File: src/rtl/dofq_pkg.sv
`default_nettype none
package dofq_pkg;

  localparam int unsigned QUEUE_DEPTH = 16;
  localparam int unsigned PTR_W       = $clog2(QUEUE_DEPTH);
  localparam int unsigned CNT_W       = $clog2(QUEUE_DEPTH + 1);
  localparam int unsigned OCC_W       = 5;
  localparam int unsigned SEQ_W       = 32;
  localparam int unsigned DROP_W      = 32;
  localparam int unsigned SMP_W       = 16;

  localparam logic ACT_PUBLISH = 1'b0;
  localparam logic ACT_READ    = 1'b1;

  typedef enum logic {
    ST_IDLE,
    ST_READ
  } dofq_state_e;

  typedef struct packed {
    logic                    action;
    logic signed [SMP_W-1:0] accel_x;
    logic signed [SMP_W-1:0] accel_y;
    logic signed [SMP_W-1:0] accel_z;
    logic signed [SMP_W-1:0] gyro_x;
    logic signed [SMP_W-1:0] gyro_y;
    logic signed [SMP_W-1:0] gyro_z;
    logic signed [SMP_W-1:0] temperature;
  } dofq_in_t;

  typedef struct packed {
    logic                    frame_valid;
    logic [SEQ_W-1:0]        frame_seq;
    logic signed [SMP_W-1:0] out_accel_x;
    logic signed [SMP_W-1:0] out_accel_y;
    logic signed [SMP_W-1:0] out_accel_z;
    logic signed [SMP_W-1:0] out_gyro_x;
    logic signed [SMP_W-1:0] out_gyro_y;
    logic signed [SMP_W-1:0] out_gyro_z;
    logic signed [SMP_W-1:0] out_temperature;
    logic                    ready_res;
    logic [OCC_W-1:0]        occupancy;
    logic [DROP_W-1:0]       drop_total;
  } dofq_out_t;

  // one queue slot
  typedef struct packed {
    logic [SEQ_W-1:0]        seq;
    logic signed [SMP_W-1:0] temperature;
    logic signed [SMP_W-1:0] gyro_z;
    logic signed [SMP_W-1:0] gyro_y;
    logic signed [SMP_W-1:0] gyro_x;
    logic signed [SMP_W-1:0] accel_z;
    logic signed [SMP_W-1:0] accel_y;
    logic signed [SMP_W-1:0] accel_x;
  } dofq_entry_t;

  localparam int unsigned ENTRY_W = $bits(dofq_entry_t);

  typedef struct packed {
    logic              we;
    logic [PTR_W-1:0]  waddr;
    dofq_entry_t       wdata;
    logic              re;
    logic [PTR_W-1:0]  raddr;
  } dofq_mem_req_t;

  function automatic logic [PTR_W-1:0] next_ptr(input logic [PTR_W-1:0] p);
    logic [PTR_W-1:0] r;
    if (p == PTR_W'(QUEUE_DEPTH - 1)) begin
      r = '0;
    end else begin
      r = p + PTR_W'(1);
    end
    return r;
  endfunction

endpackage
`default_nettype wire

File: src/rtl/drop_oldest_frame_queue.sv
// results: a publish or a read of an empty queue is registered into the result register at acceptance,
// a read that pops a frame goes through the slot memory read register, then the result register
// throughput: 1 publish per cycle unless output stalls; pops stall input for the slot read
// reset: asynchronous active low, clears pointers, fill count, sequence and drop counters;
// slot memory is not cleared and needs no clearing pass
`default_nettype none
module drop_oldest_frame_queue
  import dofq_pkg::*;
(
  input  wire logic     clk_i,
  input  wire logic     rst_ni,
  input  wire logic     in_valid_i,
  output logic          in_stall_o,
  input  wire dofq_in_t in_data_i,
  output logic          out_valid_o,
  input  wire logic     out_stall_i,
  output dofq_out_t     out_data_o
);

  dofq_mem_req_t     mem_req;
  logic [ENTRY_W-1:0] mem_rdata;

  dofq_ctrl u_ctrl (
    .clk_i       (clk_i),
    .rst_ni      (rst_ni),
    .in_valid_i  (in_valid_i),
    .in_stall_o  (in_stall_o),
    .in_data_i   (in_data_i),
    .out_valid_o (out_valid_o),
    .out_stall_i (out_stall_i),
    .out_data_o  (out_data_o),
    .mem_req_o   (mem_req),
    .mem_rdata_i (dofq_entry_t'(mem_rdata))
  );

  dofq_ram #(
    .DATA_W (ENTRY_W),
    .ADDR_W (PTR_W),
    .DEPTH  (QUEUE_DEPTH)
  ) u_ram (
    .clk_i   (clk_i),
    .we_i    (mem_req.we),
    .waddr_i (mem_req.waddr),
    .wdata_i (mem_req.wdata),
    .re_i    (mem_req.re),
    .raddr_i (mem_req.raddr),
    .rdata_o (mem_rdata)
  );

endmodule
`default_nettype wire

File: src/rtl/dofq_ram.sv
`default_nettype none
module dofq_ram #(
  parameter int unsigned DATA_W = 8,
  parameter int unsigned ADDR_W = 4,
  parameter int unsigned DEPTH  = 16
) (
  input  wire logic              clk_i,
  input  wire logic              we_i,
  input  wire logic [ADDR_W-1:0] waddr_i,
  input  wire logic [DATA_W-1:0] wdata_i,
  input  wire logic              re_i,
  input  wire logic [ADDR_W-1:0] raddr_i,
  output logic      [DATA_W-1:0] rdata_o
);

  logic [DATA_W-1:0] mem_q [DEPTH];

  always_ff @(posedge clk_i) begin
    if (we_i) begin
      mem_q[waddr_i] <= wdata_i;
    end
  end

  always_ff @(posedge clk_i) begin
    if (re_i) begin
      rdata_o <= mem_q[raddr_i];
    end
  end

endmodule
`default_nettype wire

File: src/rtl/dofq_ctrl.sv
`default_nettype none
module dofq_ctrl
  import dofq_pkg::*;
(
  input  wire logic          clk_i,
  input  wire logic          rst_ni,
  input  wire logic          in_valid_i,
  output logic               in_stall_o,
  input  wire dofq_in_t      in_data_i,
  output logic               out_valid_o,
  input  wire logic          out_stall_i,
  output dofq_out_t          out_data_o,
  output dofq_mem_req_t      mem_req_o,
  input  wire dofq_entry_t   mem_rdata_i
);

  dofq_state_e       state_q, state_d;
  logic [PTR_W-1:0]  wr_ptr_q, wr_ptr_d;
  logic [PTR_W-1:0]  rd_ptr_q, rd_ptr_d;
  logic [CNT_W-1:0]  count_q, count_d;
  logic [SEQ_W-1:0]  seq_q, seq_d;
  logic [DROP_W-1:0] drop_q, drop_d;
  logic              out_valid_q, out_valid_d;
  dofq_out_t         out_q, out_d;

  logic accept, is_pub, full, empty;
  logic load_now, load_mem;

  assign is_pub = (in_data_i.action == ACT_PUBLISH);
  assign full   = (count_q == CNT_W'(QUEUE_DEPTH));
  assign empty  = (count_q == '0);
  assign accept = in_valid_i && !in_stall_o;

  // next state
  always_comb begin
    state_d = state_q;
    case (state_q)
      ST_IDLE: begin
        if (accept && !is_pub && !empty) begin
          state_d = ST_READ;
        end
      end
      ST_READ: begin
        state_d = ST_IDLE;
      end
      default: begin
        state_d = ST_IDLE;
      end
    endcase
  end

  // outputs of the state machine
  always_comb begin
    in_stall_o = 1'b1;
    load_mem   = 1'b0;
    case (state_q)
      ST_IDLE: begin
        // result register is free or drains this cycle
        in_stall_o = out_valid_q && out_stall_i;
      end
      ST_READ: begin
        load_mem = 1'b1;
      end
      default: begin
        in_stall_o = 1'b1;
      end
    endcase
  end

  // publishes and empty reads finish at acceptance
  assign load_now = accept && (is_pub || empty);

  always_comb begin
    wr_ptr_d = wr_ptr_q;
    rd_ptr_d = rd_ptr_q;
    count_d  = count_q;
    seq_d    = seq_q;
    drop_d   = drop_q;
    if (accept) begin
      if (is_pub) begin
        seq_d    = seq_q + SEQ_W'(1);
        wr_ptr_d = next_ptr(wr_ptr_q);
        if (full) begin
          // overwrite the oldest slot
          drop_d   = drop_q + DROP_W'(1);
          rd_ptr_d = next_ptr(rd_ptr_q);
        end else begin
          count_d = count_q + CNT_W'(1);
        end
      end else if (!empty) begin
        rd_ptr_d = next_ptr(rd_ptr_q);
        count_d  = count_q - CNT_W'(1);
      end
    end
  end

  // the slot just written is read no earlier than the next cycle, so no bypass
  always_comb begin
    mem_req_o                   = '0;
    mem_req_o.we                = accept && is_pub;
    mem_req_o.waddr             = wr_ptr_q;
    mem_req_o.wdata.seq         = seq_d;
    mem_req_o.wdata.accel_x     = in_data_i.accel_x;
    mem_req_o.wdata.accel_y     = in_data_i.accel_y;
    mem_req_o.wdata.accel_z     = in_data_i.accel_z;
    mem_req_o.wdata.gyro_x      = in_data_i.gyro_x;
    mem_req_o.wdata.gyro_y      = in_data_i.gyro_y;
    mem_req_o.wdata.gyro_z      = in_data_i.gyro_z;
    mem_req_o.wdata.temperature = in_data_i.temperature;
    mem_req_o.re                = accept && !is_pub && !empty;
    mem_req_o.raddr             = rd_ptr_q;
  end

  always_comb begin
    out_d       = out_q;
    out_valid_d = out_valid_q && out_stall_i;
    if (load_now) begin
      out_d            = '0;
      out_d.ready_res  = (count_d != '0);
      out_d.occupancy  = OCC_W'(count_d);
      out_d.drop_total = drop_d;
      out_valid_d      = 1'b1;
    end else if (load_mem) begin
      out_d.frame_valid     = 1'b1;
      out_d.frame_seq       = mem_rdata_i.seq;
      out_d.out_accel_x     = mem_rdata_i.accel_x;
      out_d.out_accel_y     = mem_rdata_i.accel_y;
      out_d.out_accel_z     = mem_rdata_i.accel_z;
      out_d.out_gyro_x      = mem_rdata_i.gyro_x;
      out_d.out_gyro_y      = mem_rdata_i.gyro_y;
      out_d.out_gyro_z      = mem_rdata_i.gyro_z;
      out_d.out_temperature = mem_rdata_i.temperature;
      out_d.ready_res       = (count_q != '0);
      out_d.occupancy       = OCC_W'(count_q);
      out_d.drop_total      = drop_q;
      out_valid_d           = 1'b1;
    end
  end

  always_ff @(posedge clk_i or negedge rst_ni) begin
    if (!rst_ni) begin
      state_q     <= ST_IDLE;
      wr_ptr_q    <= '0;
      rd_ptr_q    <= '0;
      count_q     <= '0;
      seq_q       <= '0;
      drop_q      <= '0;
      out_valid_q <= 1'b0;
    end else begin
      state_q     <= state_d;
      wr_ptr_q    <= wr_ptr_d;
      rd_ptr_q    <= rd_ptr_d;
      count_q     <= count_d;
      seq_q       <= seq_d;
      drop_q      <= drop_d;
      out_valid_q <= out_valid_d;
    end
  end

  always_ff @(posedge clk_i) begin
    out_q <= out_d;
  end

  assign out_valid_o = out_valid_q;
  assign out_data_o  = out_q;

endmodule
`default_nettype wire

File: config.mk
export PLATFORM = sky130hd
export DESIGN_NAME = drop_oldest_frame_queue
export DESIGN_NICKNAME = d
export VERILOG_FILES = /design/src/rtl/dofq_pkg.sv /design/src/rtl/drop_oldest_frame_queue.sv /design/src/rtl/dofq_ram.sv /design/src/rtl/dofq_ctrl.sv
export SDC_FILE = /design/constraint.sdc
export NUM_CORES = 2
export LEC_CHECK = 0
export BUFFER_PORTS_ARGS = -buffer_cell sky130_fd_sc_hd__buf_4
export CORE_MARGIN = 5
export CORE_UTILIZATION = 50
export CTS_BUF_LIST = sky130_fd_sc_hd__clkbuf_16
export CTS_CLUSTER_DIAMETER = 50
export CTS_CLUSTER_SIZE = 40
export DETAILED_ROUTE_END_ITERATION = 8
export PLACE_DENSITY = 0.73
export SYNTH_ARGS = -nofsm -noshare
export SYNTH_HDL_FRONTEND = slang
export SYNTH_SLANG_ARGS = --single-unit
File: constraint.sdc
create_clock -name clk_i -period 14.3 [get_ports clk_i]
set_input_delay 1.43 -clock clk_i [delete_from_list [all_inputs] [get_ports clk_i]]
set_output_delay 1.43 -clock clk_i [all_outputs]
set_load 0.05 [all_outputs]
---- Word level (Yosys, flattened, before mapping) ----
Memories as Yosys holds them, arrays and structs flattened. A register that Yosys moved wholly into a read port is not among the register bits.
Index checks and enable logic that the tools add are counted.
operators by class
  reduce and logical (&&, ||, !) cells .... 16
  eq/ne operators ......................... 4
  muxes and demuxes ....................... 24
  bitwise operators ....................... 2
  $add $sub $neg .......................... 6
operator list
  operator                                                             number
  32-bit two-way mux                                                   5
  38-bit two-way mux                                                   2
  32-bit by 1-bit adder with 32-bit output (second input constant)     2
  4-bit two-way mux                                                    5
  5-bit two-way mux                                                    4
  5-bit nonzero test                                                   2
  4-bit by 1-bit adder with 4-bit output (second input constant)       2
  4-bit equality test (second input constant)                          2
  1-bit two-way mux                                                    7
  1-bit logical AND                                                    6
  5-bit by 1-bit adder with 5-bit output (second input constant)       1
  5-bit equality test (second input constant)                          1
  5-bit zero test                                                      1
  5-bit by 1-bit subtractor with 5-bit output (second input constant)  1
  2-bit nonzero test                                                   2
  3-bit AND reduction                                                  1
  1-bit zero test                                                      2
  2-bit inequality test (second input constant)                        1
  1-bit inverter                                                       2
  1-bit one-hot mux with 2 select lines                                1
  2-bit AND reduction                                                  1
  1-bit logical OR                                                     1
storage, ports and cells
  register bits after elaboration ......... 262
  word-level logic and storage cells ...... 72
  input bits .............................. 117
  memories kept ........................... 1
  memory bits (writable) .................. 2304
memory list
  name         depth  width  read ports  clocked after Yosys merged registers in  write ports  RTL line        RTL
  u_ram.mem_q  16     144    1           1                                        1            dofq_ram.sv:16  logic [DATA_W-1:0] mem_q [DEPTH];

---- Depth between registers and ports, before layout ----
  depth after elaboration ................. 8
  mapped depth ............................ 8

---- Cells and area by module ----
A second synthesis with hierarchy kept.
second synthesis, totals
  cells, all modules ...................... 4792
  area total of the unflattened synthesis .. 102024.1 um^2
modules (own cells, without submodules)
  module     instances  cells an instance  seq. area each (um^2)  area an instance (um^2)
  dofq_ram   1          3773               73510.5                90885.9
  dofq_ctrl  1          1019               6020.8                 11138.2

---- Worst setup path before layout ----
Ideal clock, no wire load.
  path kind ............................... in2reg
  start point ............................. in in_data_i[112] in the netlist's numbering
  end point ............................... mem u_ram.mem_q[15][0] in the netlist's numbering, enable pin
  slack ................................... 5.719 ns
  arrival time ............................ 7.932 ns
  stages .................................. 3
  path through ............................ and2b_1 -> nand2_1 -> nor2_1
between the ends
  word-level cells in the longest chain between the ends .. 4
ends and longest elaborated chain
  element                                  RTL line                       RTL
  start: declaration                       drop_oldest_frame_queue.sv:14  input wire dofq_in_t in_data_i,
  1-bit inverter (no line)                 -
  1-bit logical AND                        dofq_ctrl.sv:100               mem_req_o.we = accept && is_pub;
  1-bit two-way mux                        dofq_ram.sv:19                 if (we_i) begin
  1-bit two-way mux (not written as such)  dofq_ram.sv:20                 mem_q[waddr_i] <= wdata_i;
  end: declaration                         dofq_ram.sv:16
No other way between the ends.

==> flow_summary.yaml <==
die:
  core_sq_mm: 0.204
  rows: 166
  start_util_pct: 50.1
  die_x_um: 462
  die_area_sq_mm: 0.213
  fp.dieH_um: 462
  boundaryPins: 302
timing:
  setup_violations: 0
  finalSetupTns_ns: 0
  post-route-period-util_pct: 34.6
  relSlewSlack_pct: 13.4
  min_period_ns: 4.94
  fin_skew_ns: 0.0485
  rsz0062_at_grt: "false"
  fmax_ghz: 0.202
  hold_violations: 0
  worst_pin_slew_ns: 1.29
  whs_ns: 0.429
  slew_violations: 0
setup_path:
  cp_num_buf_inv: 3
  end_kind: "flip-flop"
  cp_top_family: "buffers and inverters"
  critical_path.max_fanout: 48
  crit_arrival_ns: 5.48
  critical_path_class: "reg2reg"
  cp_common_cell: "buf_4"
  worstPathRequired_ns: 14.84
  critPathSlowestCell: "buf_4"
  critical_path.cell_chain: "buf_4, buf_4, buf_4, mux4_2, nor2b_1, a211oi_1, a21oi_1"
  cp_slowest_stage_delay_ns: 0.87
  start_kind: "flip-flop"
min_path:
  min_path_type: "in2async"
drt:
  avgViaCountPerCell: 5.95
  avgRoutedWirePerCell_um: 27.6
  wirelength_mm: 220
  first_pass_iters: 5
  ant_nets: 0
  drt_iter0_drc: 4742
  drc: 0
  vias: 47400
global_route:
  grtUsageTotal_pct: 20.6
  antenna_found_initial: 34
  overflow: 0
  grt_max_degree: 166
  grt_pass1_wl_mm: 325
  grt_pass1_vias: 48100
yosys:
  synth_nets: 4877
  ys_types: 55
  synth_compound_area_share_pct: 1.94
  ys_seq_area_share_pct: 77.9
  yosys_warnings: 0
  synthCells: 4751
  post_synth_xor_area_fraction_pct: 0.849
  syn_avg_cell_area_sq_um: 21.5
  syn_area_sq_mm: 0.102
  async_flop_share_pct: 2.92
  yosys.area_share.adder_pct: 0.110
  synth_ff_type: "edfxtp_1"
  synth_top_family_by_area: "multiplexers"
  synthSimpleGateAreaFrac_pct: 2.54
  synth_edf_count: 2486
  synth_seq_cells: 2710
  synthMuxAreaShare_pct: 15.6
finish:
  layout_commonest_cell: "edfxtp_1"
  nets: 5207
  drive_gt1_share_pct: 26.1
  final_cell_mix: "edfxtp_1 (2,486), mux4_2 (576), buf_4 (368)"
  areaGrowthSynthToFinish_pct: 12.7
clock_tree:
  cts_tree: "done"
  cts_resized: 0
  cts-root-buf: "clkbuf_16"
  cts_max_path_buffers: 3
  clk_latency_ns: 0.85
  cts_buffers: 204
  clock-sinks: 2710
  cts_hold_repair.buffers: 0
  h-tree-depth: 4
  post_cts_buffers: 0
  clk_pin_slew_ns: 0.08
place:
  io_buffers: 301
  gp_congestion: 0.747
  hpwl_mm: 116
run_status:
  status: "completed"
power_and_ir_drop:
  cellPowerDensity_mw_per_mm2: 183
  power_leakage_nw: 38.0
  irDropWorstVdd_v: 0.000193
  total_power_mw: 21.1
run:
  maxCapViolCount: 0
-- cells in the mapped netlist (all sizes together) (2+ instances only) --
| cell type | instances | area share (%) |
|---|---|---|
| inv | 14 | 0.051 |
| and4 | 11 | 0.097 |
| buf | 116 | 0.55 |
| a211oi | 145 | 1.1 |
| nand2b | 6 | 0.037 |
| and3 | 20 | 0.12 |
| a21o | 2 | 0.015 |
| a41oi | 2 | 0.017 |
| edfxtp | 2486 | 73 |
| or4 | 3 | 0.029 |
| o21ai | 6 | 0.029 |
| a31oi | 2 | 0.012 |
| mux2i | 288 | 2.8 |
| clkbuf | 139 | 0.51 |
| mux2 | 6 | 0.066 |
| nand3 | 31 | 0.15 |
| a21oi | 151 | 0.75 |
| nor3 | 12 | 0.12 |
| nor3b | 2 | 0.015 |
| xnor2 | 64 | 0.55 |
| dfrtp | 79 | 1.9 |
| dfxtp | 145 | 2.8 |
| nor2b | 144 | 0.88 |
| nand4 | 14 | 0.098 |
| ha | 9 | 0.11 |
| mux4 | 576 | 13 |
| and2 | 17 | 0.10 |
| nor4 | 3 | 0.039 |
| nand2 | 41 | 0.15 |
| xor2 | 35 | 0.30 |
| nor2 | 168 | 0.62 |
-- per-stage QoR --
stage	utilization, %	area (sq um)	std cells	setup slack [ns]
detailed placement	52.7	108000	7563	9.15
CTS	56.4	115000	7950	9.14
floorplan	-	102000	4751	5.72
global placement	52.7	108000	7563	9.23
finish	56.4	115000	7962	9.36
global route	56.4	115000	7953	8.68
-- where the power goes --
part | switching [mW] | leakage, nW | internal [mW] | total (mW)
clock | 3.08 | 3.69 | 3.19 | 6.27
sequential | 0.269 | 25.3 | 9.22 | 9.49
combinational | 3.04 | 9.03 | 2.27 | 5.32
-- cell type report --
class                   instances  area, sq um
inverters                      14         52.6
clock buffers                 207         5180
flip-flops and latches       2710        79600
repair buffers                379         2980
diodes                         12         30.0
multi-input cells            1772        21600
clock inverters               180         2360
well taps                    2688         3360
fillers                     14700        88900
-- cells by family (layout without fill, tap and decap cells) --
group,Yosys count,count (layout)
XOR/XNOR,99,99
other,0,12
AO/OA/AOI/OAI,314,314
buffers and inverters,269,780
AND/OR/NAND/NOR,480,480
adder cells (fa/ha/maj),9,9
flip-flops,2710,2710
multiplexers,870,870
-- metal layers --
layer | global-route usage, % | vias to the layer above | routed length [um]
met3 | 4.58 | 321 | 17300
met1 | 29.3 | 25000 | 90300
met5 | 0 | - | 155
met2 | 32.9 | 1855 | 107000
met4 | 5.32 | 22 | 5200
li1 | - | 20200 | -
-- worst paths after layout --
check	from	to	slack, ns	cells past startpoint
worst min register to register	u_ram.rdata_o[108]$_DFFE_PP_	u_ctrl.out_data_o[50]$_SDFFE_PP0P_	0.49	2
worst min-delay path	rst_ni	u_ctrl.drop_q[15]$_DFF_PN0_	0.43	1
min in group clk_i	u_ram.rdata_o[108]$_DFFE_PP_	u_ctrl.out_data_o[50]$_SDFFE_PP0P_	0.49	2
worst max-delay path	u_ctrl.rd_ptr_q[0]$_DFFE_PN0P_	u_ram.rdata_o[38]$_DFFE_PP_	9.36	7
worst max register to register	u_ctrl.rd_ptr_q[0]$_DFFE_PN0P_	u_ram.rdata_o[38]$_DFFE_PP_	9.36	7
max in group asynchronous	rst_ni	u_ctrl.rd_ptr_q[2]$_DFFE_PN0P_	12.59	2
-- state kept, by name, summed over array words and instances, names as in the netlist --
register	cells
u_ctrl.count_q	5
u_ctrl.drop_q	32
u_ctrl.out_data_o	183
u_ctrl.out_valid_o	1
u_ctrl.rd_ptr_q	4
u_ctrl.seq_q	32
u_ctrl.state_q	1
u_ctrl.wr_ptr_q	4
u_ram.mem_q	2304
u_ram.rdata_o	144
-- worst reg2reg max path, stage by stage (launching register included) --
cell and delay [ns]:
dfrtp_4 0.77, buf_4 0.87, buf_4 0.81, buf_4 0.90
mux4_2 0.62, nor2b_1 0.14, a211oi_1 0.44, a21oi_1 0.09
(Power assumes the default switching activity.)
